<file path="src/rtl/bjs_pkg.sv">
`timescale 1ns / 1ps
// ----------------------------------------------------------------------------
// bjs_pkg
// Shared types and constants for the block jump search engine.
// ----------------------------------------------------------------------------
package bjs_pkg;

  localparam int MAX_ENTRIES = 1024;
  localparam int KEY_WIDTH   = 32;
  localparam int ADDR_W      = $clog2(MAX_ENTRIES);
  localparam int CNT_W       = 11;   // entry count, 0..2047 as written
  localparam int STEP_W      = 6;    // floor(sqrt(MAX_ENTRIES)) fits
  localparam int OUT_W       = 11;   // signed result index

  // Result when no index was visited
  localparam logic [OUT_W-1:0] NONE_INDEX = {OUT_W{1'b1}};

  typedef enum logic {
    OP_WRITE  = 1'b0,
    OP_SEARCH = 1'b1
  } op_t;

  typedef enum logic [1:0] {
    S_IDLE,
    S_PROBE,
    S_SCAN
  } srch_state_t;

  // Step unit status handed to the search sequencer
  typedef struct packed {
    logic              busy;
    logic [STEP_W-1:0] step;
    logic [CNT_W-1:0]  count_eff;
  } step_stat_t;

endpackage

</file>
<file path="src/rtl/bjs_step.sv">
`timescale 1ns / 1ps
// ----------------------------------------------------------------------------
// bjs_step
// Entry count register and iterative square root for the jump step.
// ----------------------------------------------------------------------------
module bjs_step import bjs_pkg::*; (
  input  logic             clk,
  input  logic             rst,
  input  logic             cfg_we,
  input  logic [CNT_W-1:0] cfg_data,
  output step_stat_t       stat
);

  localparam int BIT_W = $clog2(STEP_W);

  logic                busy;
  logic [STEP_W-1:0]   root;
  logic [CNT_W-1:0]    count_eff;
  logic [BIT_W-1:0]    bit_idx;
  logic [STEP_W-1:0]   trial;
  logic [2*STEP_W-1:0] trial_sq;
  logic [CNT_W-1:0]    cfg_sat;

  // Saturate the written count to the table size
  assign cfg_sat = (cfg_data > CNT_W'(MAX_ENTRIES)) ? CNT_W'(MAX_ENTRIES) : cfg_data;

  // One result bit per cycle, MSB first
  assign trial    = root | (STEP_W'(1) << bit_idx);
  assign trial_sq = {{STEP_W{1'b0}}, trial} * {{STEP_W{1'b0}}, trial};

  always_ff @(posedge clk) begin
    if (rst) begin
      busy      <= 1'b0;
      root      <= '0;
      count_eff <= '0;
      bit_idx   <= '0;
    end else if (cfg_we) begin
      busy      <= 1'b1;
      root      <= '0;
      count_eff <= cfg_sat;
      bit_idx   <= BIT_W'(STEP_W - 1);
    end else if (busy) begin
      if (trial_sq <= (2*STEP_W)'(count_eff)) begin
        root <= trial;
      end
      if (bit_idx == '0) begin
        busy <= 1'b0;
      end else begin
        bit_idx <= bit_idx - BIT_W'(1);
      end
    end
  end

  assign stat.busy      = busy;
  assign stat.step      = root;
  assign stat.count_eff = count_eff;

endmodule

</file>
<file path="config.mk">
export PLATFORM = sky130hd
export DESIGN_NAME = bjs_step
export DESIGN_NICKNAME = d
export VERILOG_FILES = /design/src/rtl/bjs_pkg.sv /design/src/rtl/bjs_step.sv
export SDC_FILE = /design/constraint.sdc
export NUM_CORES = 1
export LEC_CHECK = 0
export BUFFER_PORTS_ARGS = -buffer_cell sky130_fd_sc_hd__buf_2
export CORE_MARGIN = 3
export CORE_UTILIZATION = 39
export DETAILED_ROUTE_END_ITERATION = 10
export PLACE_DENSITY = 0.66
export SETUP_SLACK_MARGIN = 0.2
export SLEW_MARGIN = 20
export SYNTH_ARGS = -nofsm -noshare
export SYNTH_HDL_FRONTEND = slang
export SYNTH_SLANG_ARGS = --single-unit
</file>
<file path="constraint.sdc">
create_clock -name clk -period 6.8 [get_ports clk]
set_input_delay 0.34 -clock clk [delete_from_list [all_inputs] [get_ports clk]]
set_output_delay 0.34 -clock clk [all_outputs]
set_load 0.005 [all_outputs]
</file>
==> results.yml, run 1 <==
synthesis:
  postSynth.asyncResetShare_pct: 0
  synth_adder_area_share_pct: 27.0
  avgSynthCellArea_sq_um: 8.82
  postSynthNetCount: 258
  synth.lib_cells_used.distinct: 44
  yosys_most_used_dff: "sky130_fd_sc_hd__dfxtp_1"
  yosys_warnings: 0
  post_synth_mux_area_share_pct: 0.543
  combinational_family_with_the_most_area_after_synthesis: "adder cells"
  synth_top_area_share_pct: 22.8
  synthesis.instances: 209
  synth_seq_area_share_pct: 22.8
  yosys.area_share.xor_xnor_pct: 3.32
  netlist.top_cell.by_area: "sky130_fd_sc_hd__dfxtp_1"
  synth_compound_area_share_pct: 21.7
  post_synth_edffs: 0
  synth_seq_cells: 21
  cell_types_with_the_largest_area_share_after_synthesis: "sky130_fd_sc_hd__dfxtp_1, sky130_fd_sc_hd__ha_1, sky130_fd_sc_hd__fa_1, sky130_fd_sc_hd__inv_1, sky130_fd_sc_hd__nor2_1"
  synth_simple_gate_area_share_pct: 16.1
  post_synth_instance_area_sq_um: 1840
finish:
  final_net_count: 291
  postLayoutCoreUtil_pct: 46.6
  fillers: 435
  area_delta_synth_final_pct: 13.2
  diodes: 0
  final_layout_size_suffix_gt1_share_pct: 20.7
  final_cell_mix: "sky130_fd_sc_hd__inv_1, sky130_fd_sc_hd__buf_2, sky130_fd_sc_hd__nor2_1, sky130_fd_sc_hd__ha_1, sky130_fd_sc_hd__dfxtp_1"
  final_area_sq_um: 2090
setup_path:
  worst-endpoint-required_ps: 6960
  critical_path.max_fanout: 6
  critical_path_depth: 23
  slowest_delay_ps: 550
  critical_path.reg2reg.startpoint: "bit_idx[0]"
  crit_chain: "inv_1 > ha_1 > nand2b_1 > nand2_1 > inv_1 > nor2_1 > fa_1 > inv_1 > fa_1 > inv_1 > fa_1 > ha_1 > a211oi_2 > nor2_1 > o21a_1 > nor2_1 > xnor2_1 > ha_1 > nand4_1 > nor2_1 > a41o_1 > o22ai_4 > a2111oi_2"
  timing.rr.end: "root[4]"
  r2r.worst_path.cells: 23
  end_kind: "register"
  worst_setup_path_start_kind: "register"
  crit_start: "bit_idx[0]"
  critical_path_class: "register to register"
  timing.critical_path.slowest_stage_cell: "sky130_fd_sc_hd__fa_1"
  regToRegSetupSlack_ps: 1290
  critical_path.endpoint: "root[4]"
  timing.critical_path.arrival_ps: 5670
  worst_path_dominant_cell_family: "adder cells"
  critical_path.n_buffers_inverters: 4
power:
  power-per-cell-area_nw_per_um2: 147
  static-leakage-power_nw: 0.997
  vdd.ir_drop.worst_mv: 0.119
clock_network:
  clk_pin_slew_ps: 70
  cts_max_path_buffers: 2
  postCtsResizedCells: 0
  hold_buffers: 0
  cts_tree: "done"
  ctsRootBufferMaster: "sky130_fd_sc_hd__clkbuf_8"
  cts.sink_count: 21
  post-cts-setup-buffer-count: 0
  clk-insertion-delay-late_ps: 260
  clock_buffer_count_from_cts: 3
  htree_levels: 1
placed_design:
  final_hpwl_dp_um: 3280
  placement.setup.worst_slack_ps: 1310
  placed_area_sq_um: 2040
  port_buffers: 31
  globalplace.congestion: 0.875
floorplan:
  io_pins: 32
  floorplan.die.width_um: 74.8
  initial_utilization_pct: 41.2
  die_height_um: 74.8
  core-area_sq_um: 4470
  placement_rows: 24
  design.die.area_sq_um: 5590
global_routing:
  first_global_vias: 1422
  grt_pass1_wl_um: 6640
  overflow: 0
  groute.usage.overall_pct: 15.1
  grt_start_max_net_pins: 13
  antenna_violations_before_repair: 0
drt:
  post_detailed_route_via_to_cell_ratio: 5.24
  drt_wl_total_um: 3860
  routed_wire_length_per_instance_um: 13.2
  route.vias.total: 1535
  first_iter_violations: 49
  route.detailed.drc: 0
  drtPass1Iterations: 4
  postRouteAntennaNets: 0
hold_path:
  kind_of_path_behind_the_tightest_hold_check: "input port to register"
run_status:
  run_status: "complete, no violations"
timing:
  finClkSkew_ps: 2.41
  rsz0062_at_grt: "no"
  post-route-worst-setup-slack_ps: 1290
  finalHoldViolCount: 0
  setup_viol: 0
  fmax_mhz: 182
  max_slew_violations: 0
  max_slew.worst_pin.slew_ps: 828
  finalSetupTns_ps: 0
  timing.max_slew.rel_slack_pct: 44.6
  finalCritPeriodShare_pct: 81.0
  final_period_demand_of_the_worst_path_ps: 5510
job:
  drv_cap: 0
## synthesized netlist by cell type (2+ instances only)
cell type / number
sky130_fd_sc_hd__a2111oi_2: 4
sky130_fd_sc_hd__a211oi_1: 2
sky130_fd_sc_hd__a21oi_1: 14
sky130_fd_sc_hd__a21oi_2: 2
sky130_fd_sc_hd__a22o_1: 10
sky130_fd_sc_hd__a31oi_1: 2
sky130_fd_sc_hd__buf_6: 2
sky130_fd_sc_hd__clkbuf_1: 2
sky130_fd_sc_hd__dfxtp_1: 21
sky130_fd_sc_hd__fa_1: 8
sky130_fd_sc_hd__ha_1: 27
sky130_fd_sc_hd__inv_1: 31
sky130_fd_sc_hd__nand2_1: 12
sky130_fd_sc_hd__nand2b_1: 3
sky130_fd_sc_hd__nand3_1: 2
sky130_fd_sc_hd__nand4_1: 2
sky130_fd_sc_hd__nor2_1: 27
sky130_fd_sc_hd__nor2b_1: 2
sky130_fd_sc_hd__nor3_1: 3
sky130_fd_sc_hd__nor4_1: 2
sky130_fd_sc_hd__o21ai_0: 2
sky130_fd_sc_hd__o21ai_1: 2
sky130_fd_sc_hd__xnor2_1: 5
sky130_fd_sc_hd__xor2_1: 2
## layer usage
metal,routed length (um),vias up,track usage [%],part of all wire (%)
li1,-,794,-,-
met1,1920,711,22.1,50
met2,1790,26,23.6,46
met3,108,4,1.87,2.8
met4,41,0,4.15,1.1
met5,0,-,0,0
## final cells by class
cell class	count	area, sq um	area share, %
Inverter	32	120	5.76
Sequential cell	21	420	20.1
Multi-Input combinational cell	151	1270	60.7
Tap cell	52	65.1	3.12
Clock buffer	4	45.0	2.16
Timing Repair Buffer	33	170	8.15
## logic make-up after synthesis
kind of cell	Yosys count
AO/OA/AOI/OAI	48
XOR/XNOR	7
adder cells (fa/ha/maj)	35
buffers and inverters	37
flip-flops	21
multiplexers	1
AND/OR/NAND/NOR	60
## power breakdown
part / switching [W] / total, W / internal, W
registers: 0.00000529 / 0.000133 / 0.000128
logic: 0.0000530 / 0.0000914 / 0.0000384
clock network: 0.0000395 / 0.0000812 / 0.0000417
## flip-flops by register name (all words and copies together) (netlist names)
signal     flops
root           6
busy           1
bit_idx        3
count_eff     11
## worst min-delay path by stage
stage	startpoint	endpoint	slack, ps	cells after the start
final	cfg_data[2]	count_eff[2]	300	2
after global routing	cfg_data[2]	count_eff[2]	290	2
after CTS	cfg_data[2]	count_eff[2]	290	2
after detailed placement	root[0]	root[0]	460	2
after global placement	root[0]	root[0]	470	2
after floorplan	root[3]	root[3]	450	2
## through the flow
step	power (W)	cells	hold WS, ps
after floorplan	0.000205	209	451
after global placement	0.000227	289	475
after detailed placement	0.000228	289	457
after CTS	0.000311	293	292
after global routing	0.000329	293	293
final	0.000306	293	301
## worst reg2reg max path, delay by kind of cell (launching register included)
kind | cells | cell delay (ps)
adders and majority gates | 6 | 2500
and+or+nand+nor | 7 | 910
DFF | 1 | 390
AOI/OAI and AO/OA | 5 | 1160
buffers and inverters | 4 | 360
xor gates and xnor gates | 1 | 90
Note: power is estimated with default switching activity, not from simulation.
==> run 2: changes to the inputs <==
clock period = 5.2 ns   (was 6.8 ns; I/O delays follow)
==> run 2 against run 1 <==
Against the previous run: core utilization up 7.0 points; clock skew shrank 0.51 ps; sequential share of layout area decreased by 2.2 points; register-to-register slack worse by 990 ps; clock-buffer cell count stayed put; die area stayed put; worst setup slack worse by 990 ps; via count increased by 5.1%; largest cell class unchanged.
==> results.yml, run 2 (synthesis gave the netlist of run 1 again) <==
floorplan:
  core-area_sq_um: 4470
  die_height_um: 74.8
  design.die.area_sq_um: 5590
  io_pins: 32
  initial_utilization_pct: 41.2
  floorplan.die.width_um: 74.8
  placement_rows: 24
drt:
  route.vias.total: 1614
  route.detailed.drc: 0
  drt_wl_total_um: 4350
  postRouteAntennaNets: 0
  first_iter_violations: 70
  routed_wire_length_per_instance_um: 14.3
  drtPass1Iterations: 4
  post_detailed_route_via_to_cell_ratio: 5.29
power:
  power.internal_w: 0.000292
  power.share.clock_pct: 24.2
  power-per-cell-area_nw_per_um2: 183
  static-leakage-power_nw: 1.07
  combinationalPowerShare_pct: 35.7
  net-switching-power_w: 0.000146
  vdd.ir_drop.worst_mv: 0.160
  power_frac_seq_pct: 40.1
  p_sw_share_pct: 33.4
finish:
  final_common_cell: "sky130_fd_sc_hd__buf_2"
  final_net_count: 303
  register_area_sq_um: 432
  largest_register_ff_count: 11
  biggestRegsByFlops: "count_eff (11), root (6), bit_idx (3)"
  max_flop_register: "count_eff"
  fillers: 400
  area_delta_synth_final_pct: 30.3
  final_cell_mix: "sky130_fd_sc_hd__buf_2, sky130_fd_sc_hd__inv_1, sky130_fd_sc_hd__nor2_1"
  diodes: 0
  final_layout_size_suffix_gt1_share_pct: 35.6
  multi_input_area_sq_um: 1470
hold_path:
  worstHoldPathCells: 2
  kind_of_path_behind_the_tightest_hold_check: "input port to register"
placed_design:
  placement.setup.worst_slack_ps: 88.5
  port_buffers: 31
  globalplace.congestion: 0.860
  final_hpwl_dp_um: 3340
timing:
  finalCritPeriodShare_pct: 94.2
  rsz0062_at_grt: "yes"
  setup_viol: 0
  finalHoldViolCount: 0
  max_slew.worst_pin.slew_ps: 844
  finalSetupTns_ps: 0
  max_slew_violations: 0
  finClkSkew_ps: 1.90
  final_period_demand_of_the_worst_path_ps: 4900
  fmax_mhz: 204
  post-route-worst-setup-slack_ps: 303
  timing.max_slew.rel_slack_pct: 43.6
clock_network:
  cts_tree: "done"
  clk-insertion-delay-late_ps: 260
  hold_buffers: 0
  clock_buffer_count_from_cts: 3
  clk_pin_slew_ps: 70
  ctsRootBufferMaster: "sky130_fd_sc_hd__clkbuf_8"
  cts_max_path_buffers: 2
  cts.sink_count: 21
  htree_levels: 1
setup_path:
  r2r.worst_path.cells: 21
  critical_path.max_fanout: 6
  worst-endpoint-required_ps: 5360
  worst_setup_path_start_kind: "register"
  critical_path_class: "register to register"
  timing.critical_path.arrival_ps: 5060
  end_kind: "register"
global_routing:
  grt_start_max_net_pins: 13
  first_global_vias: 1484
  antenna_violations_before_repair: 0
  overflow: 0
  grt_pass1_wl_um: 6840
  groute.usage.overall_pct: 15.6
job:
  drv_cap: 0
run_status:
  run_status: "complete, no violations"
[run 2: through the flow]
stage / hold WS [ps] / cell area (sq um) / power (W) / cells / utilization [%]
after CTS: 217 / 2220 / 0.000423 / 302 / 49.5
final: 222 / 2400 / 0.000439 / 305 / 53.7
after floorplan: 386 / 1890 / 0.000275 / 209 / -
after global placement: 487 / 2140 / 0.000311 / 296 / 47.7
after detailed placement: 488 / 2140 / 0.000312 / 296 / 47.7
after global routing: 222 / 2400 / 0.000468 / 305 / 53.7
[run 2: worst paths after layout]
kind | startpoint | end | slack (ps)
setup / recovery | bit_idx[0] | root[4] | 300
hold reg to reg | count_eff[6] | count_eff[6] | 510
hold / removal | cfg_data[9] | count_eff[9] | 220
setup reg to reg | bit_idx[0] | root[4] | 300
[run 2: final cells by class]
class | instances | share of cell area [%]
clock buffer | 4 | 1.88
inverter | 32 | 5.21
multi-input combinational | 151 | 61.1
sequential | 21 | 18.0
tap | 52 | 2.71
timing repair buffer | 45 | 11.1
[run 2: worst max-delay path: stages (launching register included)]
cell and delay [ps]:
sky130_fd_sc_hd__dfxtp_4 370, sky130_fd_sc_hd__buf_6 120, sky130_fd_sc_hd__ha_4 170, sky130_fd_sc_hd__a21oi_4 130, sky130_fd_sc_hd__nor2_1 80, sky130_fd_sc_hd__fa_1 490, sky130_fd_sc_hd__inv_2 50, sky130_fd_sc_hd__fa_1 520
sky130_fd_sc_hd__inv_1 50, sky130_fd_sc_hd__fa_1 520, sky130_fd_sc_hd__ha_4 230, sky130_fd_sc_hd__a211oi_4 270, sky130_fd_sc_hd__nor2_2 60, sky130_fd_sc_hd__o21a_1 190, sky130_fd_sc_hd__nor2_2 100, sky130_fd_sc_hd__xnor2_1 80
sky130_fd_sc_hd__ha_1 300, sky130_fd_sc_hd__nand4_1 120, sky130_fd_sc_hd__nor2_2 200, sky130_fd_sc_hd__a41o_1 240, sky130_fd_sc_hd__o22ai_4 140, sky130_fd_sc_hd__a2111oi_2 360
[run 2: repair_timing]
action                                  4_1_cts  5_1_grt
setup buffers                                 2        3
pin swaps                                    12       21
endpoints found under the setup margin        4        6
resized for setup                             5       33
[run 2: layer usage]
layer,share of wire [%],up-vias,track usage (%),routed length (um)
met2,48,36,24.6,2080
met4,1.4,0,4.55,63
li1,-,813,-,-
met1,47,759,22.2,2040
met5,0,-,0,0
met3,3.7,6,2.00,160
[run 2: power groups by stage]
stage	combinational, W	clock, W	sequential [W]
floorplan	0.0000976	0	0.000178
global placement	0.000133	0	0.000178
detailed placement	0.000134	0	0.000179
CTS	0.000139	0.000109	0.000175
global route	0.000174	0.000117	0.000177
finish	0.000156	0.000106	0.000176
