$ cat config.mk
export PLATFORM = sky130hd
export DESIGN_NAME = bjs_ctrl_flat
export DESIGN_NICKNAME = d
export VERILOG_FILES = /design/src/rtl/bjs_pkg.sv /design/src/rtl/bjs_if.sv /design/src/rtl/bjs_ctrl.sv /design/src/flat_wrapper.sv
export SDC_FILE = /design/constraint.sdc
export NUM_CORES = 1
export LEC_CHECK = 0
export BUFFER_PORTS_ARGS = -buffer_cell sky130_fd_sc_hd__buf_4
export CORE_MARGIN = 5
export CORE_UTILIZATION = 35
export DETAILED_ROUTE_END_ITERATION = 7
export HOLD_SLACK_MARGIN = 0.06
export SKIP_LAST_GASP = 1
export SYNTH_ARGS = -nofsm -noshare
export SYNTH_HDL_FRONTEND = slang
export SYNTH_SLANG_ARGS = --single-unit
$ cat constraint.sdc
create_clock -name clk -period 5.29 [get_ports clk]
set_clock_uncertainty 0.1 [all_clocks]
set_input_delay 0.2645 -clock clk [delete_from_list [all_inputs] [get_ports clk]]
set_output_delay 0.2645 -clock clk [all_outputs]
set_load 0.02 [all_outputs]
$ cat src/rtl/bjs_pkg.sv
`timescale 1ns / 1ps
// ----------------------------------------------------------------------------
// bjs_pkg
// Shared types and constants for the block jump search engine.
// ----------------------------------------------------------------------------
package bjs_pkg;

  localparam int MAX_ENTRIES = 1024;
  localparam int KEY_WIDTH   = 32;
  localparam int ADDR_W      = $clog2(MAX_ENTRIES);
  localparam int CNT_W       = 11;   // entry count, 0..2047 as written
  localparam int STEP_W      = 6;    // floor(sqrt(MAX_ENTRIES)) fits
  localparam int OUT_W       = 11;   // signed result index

  // Result when no index was visited
  localparam logic [OUT_W-1:0] NONE_INDEX = {OUT_W{1'b1}};

  typedef enum logic {
    OP_WRITE  = 1'b0,
    OP_SEARCH = 1'b1
  } op_t;

  typedef enum logic [1:0] {
    S_IDLE,
    S_PROBE,
    S_SCAN
  } srch_state_t;

  // Step unit status handed to the search sequencer
  typedef struct packed {
    logic              busy;
    logic [STEP_W-1:0] step;
    logic [CNT_W-1:0]  count_eff;
  } step_stat_t;

endpackage

$ cat src/rtl/bjs_if.sv
`timescale 1ns / 1ps
// ----------------------------------------------------------------------------
// bjs_req_if / bjs_rsp_if
// Valid/ready channels for request beats and result beats.
// ----------------------------------------------------------------------------
interface bjs_req_if import bjs_pkg::*; ();
  logic                        valid;
  logic                        ready;
  logic                        op;
  logic [ADDR_W-1:0]           entry_index;
  logic signed [KEY_WIDTH-1:0] key_value;

  modport source (output valid, output op, output entry_index, output key_value,
                  input ready);
  modport sink   (input valid, input op, input entry_index, input key_value,
                  output ready);
endinterface

interface bjs_rsp_if import bjs_pkg::*; ();
  logic                    valid;
  logic                    ready;
  logic signed [OUT_W-1:0] found_index;

  modport source (output valid, output found_index, input ready);
  modport sink   (input valid, input found_index, output ready);
endinterface

$ cat src/rtl/bjs_ctrl.sv
`timescale 1ns / 1ps
// ----------------------------------------------------------------------------
// bjs_ctrl
// Search sequencer: table writes, probe walk, backward scan, result register.
// ----------------------------------------------------------------------------
module bjs_ctrl import bjs_pkg::*; (
  input  logic                 clk,
  input  logic                 rst,
  bjs_req_if.sink              req,
  bjs_rsp_if.source            rsp,
  input  step_stat_t           stat,
  output logic                 ram_we,
  output logic [ADDR_W-1:0]    ram_waddr,
  output logic [KEY_WIDTH-1:0] ram_wdata,
  output logic [ADDR_W-1:0]    ram_raddr,
  input  logic [KEY_WIDTH-1:0] ram_rdata
);

  srch_state_t                state, state_next;
  logic [CNT_W-1:0]           pos, pos_next;
  logic [CNT_W-1:0]           lo, lo_next;
  logic signed [KEY_WIDTH-1:0] arg;
  logic signed [KEY_WIDTH-1:0] key;
  logic [CNT_W-1:0]           probe_next;
  logic [CNT_W-1:0]           step_ext;
  logic                       accept;
  logic                       load_out;
  logic [OUT_W-1:0]           out_val;
  logic                       out_valid;
  logic [OUT_W-1:0]           out_data;

  // Accept only when idle, the step is settled and the result slot is free
  assign req.ready = (state == S_IDLE) && !stat.busy && (!out_valid || rsp.ready);
  assign accept    = req.valid && req.ready;

  assign key      = $signed(ram_rdata);
  assign step_ext = CNT_W'(stat.step);
  assign probe_next = pos + step_ext;

  // Table write port
  assign ram_we    = accept && (req.op == OP_WRITE);
  assign ram_waddr = ADDR_W'(req.entry_index);
  assign ram_wdata = req.key_value;

  // Next state and read address
  always_comb begin
    state_next = state;
    pos_next   = pos;
    lo_next    = lo;
    load_out   = 1'b0;
    out_val    = OUT_W'(pos);
    case (state)
      S_IDLE: begin
        if (accept && (req.op == OP_SEARCH)) begin
          if ((stat.step != '0) && (step_ext < stat.count_eff)) begin
            pos_next   = step_ext;
            state_next = S_PROBE;
          end else begin
            load_out = 1'b1;
            out_val  = NONE_INDEX;
          end
        end
      end
      S_PROBE: begin
        if (key >= arg) begin
          // Key at or above argument: scan back unless done already
          if ((key == arg) || (stat.step == STEP_W'(1))) begin
            load_out   = 1'b1;
            state_next = S_IDLE;
          end else begin
            pos_next   = pos - CNT_W'(1);
            lo_next    = pos - step_ext + CNT_W'(1);
            state_next = S_SCAN;
          end
        end else if (probe_next < stat.count_eff) begin
          pos_next = probe_next;
        end else begin
          load_out   = 1'b1;
          state_next = S_IDLE;
        end
      end
      S_SCAN: begin
        if ((key <= arg) || (pos == lo)) begin
          load_out   = 1'b1;
          state_next = S_IDLE;
        end else begin
          pos_next = pos - CNT_W'(1);
        end
      end
      default: begin
        state_next = S_IDLE;
      end
    endcase
  end

  // Read the entry the next cycle works on
  assign ram_raddr = pos_next[ADDR_W-1:0];

  // State register
  always_ff @(posedge clk) begin
    if (rst) begin
      state <= S_IDLE;
    end else begin
      state <= state_next;
    end
  end

  // Walk registers
  always_ff @(posedge clk) begin
    pos <= pos_next;
    lo  <= lo_next;
    if (accept) begin
      arg <= req.key_value;
    end
  end

  // Result register
  always_ff @(posedge clk) begin
    if (rst) begin
      out_valid <= 1'b0;
    end else if (load_out) begin
      out_valid <= 1'b1;
    end else if (rsp.ready) begin
      out_valid <= 1'b0;
    end
    if (load_out) begin
      out_data <= out_val;
    end
  end

  assign rsp.valid       = out_valid;
  assign rsp.found_index = $signed(out_data);

endmodule

$ cat src/flat_wrapper.sv
// flat-port wrapper written by rule: the top's interface ports become plain ports
module bjs_ctrl_flat import bjs_pkg::*;
  (clk, rst, stat, ram_we, ram_waddr, ram_wdata, ram_raddr, ram_rdata, req_valid, req_op, req_entry_index, req_key_value, req_ready, rsp_valid, rsp_found_index, rsp_ready);
  bjs_req_if req_i ();
  bjs_rsp_if rsp_i ();
  input  logic clk;
  input  logic rst;
  input  step_stat_t stat;
  output logic ram_we;
  output logic [ADDR_W-1:0] ram_waddr;
  output logic [KEY_WIDTH-1:0] ram_wdata;
  output logic [ADDR_W-1:0] ram_raddr;
  input  logic [KEY_WIDTH-1:0] ram_rdata;
  input wire logic [$bits(req_i.valid)-1:0] req_valid;
  input wire logic [$bits(req_i.op)-1:0] req_op;
  input wire logic [$bits(req_i.entry_index)-1:0] req_entry_index;
  input wire logic [$bits(req_i.key_value)-1:0] req_key_value;
  output wire logic [$bits(req_i.ready)-1:0] req_ready;
  output wire logic [$bits(rsp_i.valid)-1:0] rsp_valid;
  output wire logic [$bits(rsp_i.found_index)-1:0] rsp_found_index;
  input wire logic [$bits(rsp_i.ready)-1:0] rsp_ready;
  assign req_i.valid = req_valid;
  assign req_i.op = req_op;
  assign req_i.entry_index = req_entry_index;
  assign req_i.key_value = req_key_value;
  assign req_ready = req_i.ready;
  assign rsp_valid = rsp_i.valid;
  assign rsp_found_index = rsp_i.found_index;
  assign rsp_i.ready = rsp_ready;
  bjs_ctrl u_core (.clk(clk), .rst(rst), .req(req_i), .rsp(rsp_i), .stat(stat), .ram_we(ram_we), .ram_waddr(ram_waddr), .ram_wdata(ram_wdata), .ram_raddr(ram_raddr), .ram_rdata(ram_rdata));
endmodule
==> metrics.txt, run 1 <==
result of the run=finished clean; setup repair after global routing missed its margin=no; horizontal die dimension=roughly 140 um; Lkg Pwr=~0.0033 uW; nature of the critical path startpoint=register; H-tree depth=3; CTS clock-pin slew for the worst setup and hold paths=0.06 ns; Synth Register Bits=68; asr flop ratio synth=0; synthesized netlist net count=between 700 and 800; number of violations reported at the end of detailed-routing iteration 0=between 200 and 250; worst setup path class=register to primary output; number of warnings printed during yosys synthesis=0; fillcell total=approximately 1500; CTS sink count=a little under 70; root buffer cell=sky130_fd_sc_hd__clkbuf_16; via count of the first global-routing pass=about 4700; number of flops mapped to enable cells by yosys=55; area of the die=roughly 18000 um2; Main synth FF type=sky130_fd_sc_hd__edfxtp_1; GRT Residual Overflow=0; power density relative to cell area=between 300 and 400 nW/um2; signal arrival time at the worst endpoint=between 4 and 5 ns; Starting Density=0.359; final-stage net count=between 800 and 900; number of placed I/O pins=163; initial antenna violation count=0; count of buffers inserted at the top-level ports=142; Seq/Total Area, Yosys=0.347; worst hold-check path type=input port to register; post-layout min period=roughly 5 ns; actual slew at the worst max-slew pin=roughly 1.1 ns; vias per inst=just under 5; antenna diode instance count=0; wire length after detailed routing=between 15000 and 20000 um; upper clock frequency limit=0.199 GHz; data required time of the worst path=slightly below 5 ns; Final HPWL DP=~12000 um; cell count after placement=863; total core area=15300 um2; wire per inst=roughly 17 um; remaining routing DRC violations=0; synthesized cell area=approximately 5500 um2; first-pass GRT wire length=approximately 24000 um; die extent in y=about 140 um; routed vias=between 4000 and 5000; fin crit share=0.951; worst-path maximum fanout=8; number of iterations in the first detailed-routing pass=5; count of placed standard cells in the final layout, fillers left out=a little over 900; worst-skew pair later-pin latency=about 0.34 ns; fraction of layout cells with a size suffix above 1=0.272; synthesized netlist cell count=about 570; maximum number of pins on one net before global-route repair=35; post-synth cell types=68; # setup viols final=0; relative max-transition margin=0.263; clock tree from TritonCTS=done; setup TNS after final layout=0 ns; CTS max path bufs=2; weighted congestion reported at the end of routability-driven placement=around 0.9; worst supply voltage drop on vdd=about 180 uV; final hold viol count=0; max capacitance violation total=0; Area Growth Syn to Fin=28.9%; Max Transition Viols Final=0; number of CTS-inserted buffers=9; all-layer global routing usage=0.172; row cnt=45; average footprint of a synthesized cell=between 9 and 10 um2; antenna violation net count after detailed routing=0; capturing element type of the critical path=primary output
[state kept, by name, indices dropped and copies added (netlist names)]
name	flops
u_core.rsp.found_index	11
u_core.arg	32
u_core.rsp.valid	1
u_core.lo	11
u_core.state	2
u_core.pos	11
[kinds of logic (layout without fill, tap and decap cells)]
kind of cell	after synthesis	in the layout	share of synthesized area
xor+xnor	31	31	0.0493
buf+inv	135	269	0.130
simple gates	138	138	0.141
compound gates	115	115	0.150
mux	3	3	0.00546
fa+ha+maj	77	77	0.178
flops	68	68	0.347
[worst paths after layout]
path	cells after the start	slack (ns)	end	from
max	18	0.26	ram_raddr[3]	u_core.pos[1]$_DFF_P_
min	2	0.12	u_core.pos[0]$_DFF_P_	stat[11]
max reg2reg	17	0.70	u_core.rsp.found_index[6]$_DFFE_PP_	u_core.pos[1]$_DFF_P_
min reg2reg	2	0.48	u_core.rsp.valid$_SDFFE_PP0P_	u_core.rsp.valid$_SDFFE_PP0P_
[synth_stat cells, drive strengths merged, types with 3 or more instances]
cell	count	area, um2
a211oi	5	37.5
a21o	11	82.6
a21oi	28	140
a221o	3	30.0
a221oi	4	41.3
a31oi	7	56.3
and2	7	43.8
and3	7	43.8
buf	56	418
clkbuf	8	30.0
dfxtp	13	260
edfxtp	55	1650
ha	75	938
inv	71	267
mux2i	3	30.0
nand2	27	101
nand2b	5	31.3
nand3	20	100
nand3b	3	22.5
nand4	10	68.8
nor2	15	58.8
nor2b	5	31.3
nor3	12	70.1
nor4	5	46.3
o211a	3	30.0
o21ai	19	95.1
o21bai	6	45.0
or2	12	75.1
or3	5	41.3
xnor2	14	123
xor2	17	149
[area by class of cell]
class                   count  area (um2)  area share
clock buffers              10         229      0.0323
clock inverters             6        78.8      0.0111
inverters                  71         267      0.0376
multi-input cells         364        2890       0.408
flip-flops and latches     68        1910       0.270
well taps                 211         264      0.0372
repair buffers            182        1450       0.204
[through the flow]
step | hold WS (ns) | power [uW] | setup WS [ns] | cell area, um2 | util
after floorplan | 0.234 | 1720 | 0.975 | 5500 | -
after global placement | 0.352 | 2050 | 0.593 | 6440 | 0.420
after detailed placement | 0.344 | 2080 | 0.375 | 6440 | 0.420
after CTS | 0.115 | 2750 | 0.0130 | 7080 | 0.462
after global routing | 0.143 | 2940 | 0.0165 | 7100 | 0.463
final | 0.119 | 2750 | 0.260 | 7100 | 0.463
[report_power, final]
part / switching [uW] / internal [uW]
registers: 89.1 / 688
logic: 733 / 597
clock network: 234 / 409
total: 1060 / 1690
[cells in the final DEF (no fill, tap or decap), types with 4 or more instances in the layout]
cell / instances
sky130_fd_sc_hd__o21bai_1: 6
sky130_fd_sc_hd__dlygate4sd3_1: 33
sky130_fd_sc_hd__ha_1: 75
sky130_fd_sc_hd__nor3_1: 10
sky130_fd_sc_hd__clkbuf_16: 9
sky130_fd_sc_hd__a21oi_1: 28
sky130_fd_sc_hd__and3_1: 7
sky130_fd_sc_hd__nand2_1: 27
sky130_fd_sc_hd__and2_1: 7
sky130_fd_sc_hd__or2_2: 11
sky130_fd_sc_hd__nor2_1: 14
sky130_fd_sc_hd__buf_4: 149
sky130_fd_sc_hd__dfxtp_1: 11
sky130_fd_sc_hd__xnor2_1: 14
sky130_fd_sc_hd__a211oi_1: 4
sky130_fd_sc_hd__nand3_1: 20
sky130_fd_sc_hd__nand2b_1: 5
sky130_fd_sc_hd__inv_1: 71
sky130_fd_sc_hd__nand4_1: 9
sky130_fd_sc_hd__edfxtp_1: 55
sky130_fd_sc_hd__o21ai_0: 15
sky130_fd_sc_hd__xor2_1: 17
sky130_fd_sc_hd__a21o_1: 11
sky130_fd_sc_hd__nor2b_1: 5
sky130_fd_sc_hd__a31oi_1: 4
sky130_fd_sc_hd__nor4_1: 4
sky130_fd_sc_hd__o21ai_1: 4
[critical path, stage by stage, from the launching register on]
cell and delay, ns:
sky130_fd_sc_hd__dfxtp_2 0.40, sky130_fd_sc_hd__inv_1 0.11, sky130_fd_sc_hd__ha_1 0.28, sky130_fd_sc_hd__inv_1 0.08, sky130_fd_sc_hd__a21oi_1 0.08, sky130_fd_sc_hd__or4_1 0.46
sky130_fd_sc_hd__a31oi_2 0.26, sky130_fd_sc_hd__nand2_1 0.11, sky130_fd_sc_hd__xnor2_1 0.24, sky130_fd_sc_hd__ha_1 0.29, sky130_fd_sc_hd__a2111oi_1 0.41, sky130_fd_sc_hd__o21ai_0 0.18
sky130_fd_sc_hd__a211oi_2 0.26, sky130_fd_sc_hd__buf_4 0.16, sky130_fd_sc_hd__nor2_1 0.10, sky130_fd_sc_hd__or3_1 0.38, sky130_fd_sc_hd__a31oi_1 0.19, sky130_fd_sc_hd__o21ai_1 0.13
sky130_fd_sc_hd__buf_4 0.18
[layer usage]
metal / wire [um] / global-route usage / up-vias / share of wire
li1: - / - / 2234 / -
met5: 0 / 0 / - / 0
met4: 342 / 0.0644 / 0 / 0.022
met3: 1370 / 0.0498 / 20 / 0.089
met1: 6360 / 0.202 / 2095 / 0.41
met2: 7390 / 0.295 / 182 / 0.48
[what timing repair did]
| action | 4_1_cts | 5_1_grt |
|---|---|---|
| buffers inserted | 0 | 0 |
| hold endpoints to repair | 35 | 0 |
| setup endpoints to repair | 0 | 21 |
| hold buffers | 33 | 0 |
| gates resized for setup | 0 | 6 |
No activity file was read; power rests on OpenSTA's default activity.
==> run 2: changes to the inputs <==
--- a/config.mk
+++ b/config.mk
@@ -6,6 +6,7 @@
 export NUM_CORES = 1
 export LEC_CHECK = 0
 export BUFFER_PORTS_ARGS = -buffer_cell sky130_fd_sc_hd__buf_4
+export CORE_ASPECT_RATIO = 2
 export CORE_MARGIN = 5
 export CORE_UTILIZATION = 35
 export DETAILED_ROUTE_END_ITERATION = 7
==> run 2 against run 1 <==
Net effect: worst setup slack worse by 0.016 ns; count of clock-buffer cells in the layout down 1; global-route usage down 1.0 points; sequential share of layout area about the same; worst hold slack better by 0.040 ns.
==> metrics.txt, run 2 (synthesis results as in run 1) <==
register with the most flip-flops=u_core.arg; final-stage net count=870; CP cell instances=inv_1 -> ha_1 -> inv_1 -> a21oi_1 -> or4_1 -> a31oi_2 -> nand2_1 -> xnor2_1 -> ha_1 -> a2111oi_1 -> o21ai_0 -> a211oi_2 -> nor2_1 -> nor2_2 -> o311ai_1 -> a221o_1 -> buf_4; final hold viol count=0; wire length after detailed routing=about 15000 um; Final HPWL DP=~11000 um; CTS sink count=a little under 70; relative max-transition margin=0.280; fraction of layout cells with a size suffix above 1=0.272; total design power=~2800 uW; signal arrival time at the worst endpoint=4.68 ns; clock tree from TritonCTS=done; uppermost layer routed=met4; H-tree depth=3; remaining routing DRC violations=0; maximum number of pins on one net before global-route repair=35; all-layer global routing usage=0.161; worst-path maximum fanout=5; result of the run=finished clean; row cnt=65; CTS max path bufs=2; area of the die=about 18000 um2; slowest library cell on the worst path=sky130_fd_sc_hd__or4_1; post-layout min period=just over 5 ns; weighted congestion reported at the end of routability-driven placement=between 0.9 and 1; worst reg-to-reg setup slack=0.60 ns; CTS clock-pin slew for the worst setup and hold paths=around 0.060 ns; power density relative to cell area=391 nW/um2; Starting Density=0.352; horizontal die dimension=approximately 99 um; post-route cell area=7090 um2; worst supply voltage drop on vdd=about 240 uV; first-pass GRT wire length=around 24000 um; fin crit share=0.954; most frequent cells in the layout=149 x sky130_fd_sc_hd__buf_4, 75 x sky130_fd_sc_hd__ha_1, 71 x sky130_fd_sc_hd__inv_1, 55 x sky130_fd_sc_hd__edfxtp_1, 33 x sky130_fd_sc_hd__dlygate4sd3_1; upper clock frequency limit=around 0.2 GHz; die extent in y=roughly 190 um; sum of met2 wire segment lengths after detailed routing=between 7000 and 8000 um; via count of the first global-routing pass=about 4800; worst-skew pair later-pin latency=between 0.3 and 0.4 ns; antenna violation net count after detailed routing=0; count of buffers inserted at the top-level ports=142; detailed-routing wirelength on met1=~6300 um; antenna diode instance count=0; Placed Instance Area=approximately 6400 um2; total core area=between 15000 and 20000 um2; initial antenna violation count=0; GRT Residual Overflow=0; nature of the critical path startpoint=register; final core utilization=0.454; Critical Path Max Stage Delay=roughly 0.47 ns; data required time of the worst path=between 4 and 5 ns; Max Transition Viols Final=0; # setup viols final=0; Lkg Pwr=~0.0033 uW; number of CTS-inserted buffers=9; routed vias=between 4000 and 5000; number of iterations in the first detailed-routing pass=6; wire per inst=roughly 17 um; capturing element type of the critical path=primary output; number of violations reported at the end of detailed-routing iteration 0=around 240; final worst slack=between 0.2 and 0.25 ns; worst setup slack before clock tree synthesis=0.202 ns; actual slew at the worst max-slew pin=approximately 1.1 ns; worst setup path class=register to primary output; vias per inst=~5.1; root buffer cell=sky130_fd_sc_hd__clkbuf_16; Area Growth Syn to Fin=28.8%; met3 WL=about 1100 um; max capacitance violation total=0; worst hold-check path type=input port to register; most frequent standard cell in the layout excluding fill and tap cells=sky130_fd_sc_hd__buf_4; number of placed I/O pins=~160; flip-flop count of the largest register, all copies and words added=32
[run 2: timing repair]
action                                  4_1_cts  5_1_grt
buffers inserted                              0        1
resized for setup                             2        4
endpoints found under the setup margin        7       10
hold endpoints to repair                     35        0
hold buffers                                 33        0
pin swaps                                     0        1
[run 2: area by class of cell]
cell class,instances,area [um2]
timing repair buffer,182,1450
sequential,68,1910
inverter,71,267
multi-input combinational,364,2890
fill,1530,8530
clock buffer,9,225
clock inverter,7,91.3
tap,201,251
[run 2: worst max-delay path, delay by kind of cell (launching register included)]
family	cells	cell delay (ns)
fa+ha+maj	2	0.59
flops	1	0.33
xor+xnor	1	0.26
simple gates	4	1.02
buf+inv	3	0.33
compound gates	7	1.82
[run 2: where the power goes]
part	internal [uW]	leakage (uW)	switching, uW	total (uW)
combinational	600	0.00251	757	1360
sequential	685	0.000616	70.3	756
clock	410	0.000147	245	655
[run 2: worst paths after layout]
path / cells past startpoint / start / to
worst max-delay path: 17 / u_core.pos[1]$_DFF_P_ / ram_raddr[0]
worst min-delay path: 2 / stat[11] / u_core.pos[0]$_DFF_P_
worst max register to register: 16 / u_core.pos[1]$_DFF_P_ / u_core.rsp.found_index[7]$_DFFE_PP_
worst min register to register: 2 / u_core.rsp.valid$_SDFFE_PP0P_ / u_core.rsp.valid$_SDFFE_PP0P_
[run 2: metrics by stage]
stage | TNS, ns | hold WS [ns] | instances
after floorplan | 0 | 0.234 | 567
after global placement | 0 | 0.353 | 852
after detailed placement | 0 | 0.354 | 852
after CTS | 0 | 0.148 | 901
after global routing | -0.433 | 0.159 | 902
final | 0 | 0.159 | 902
[run 2: per-layer routing]
layer	global-route usage	vias to the layer above
li1	-	2231
met3	0.0384	34
met5	0	-
met1	0.200	2121
met4	0.0647	0
met2	0.267	196
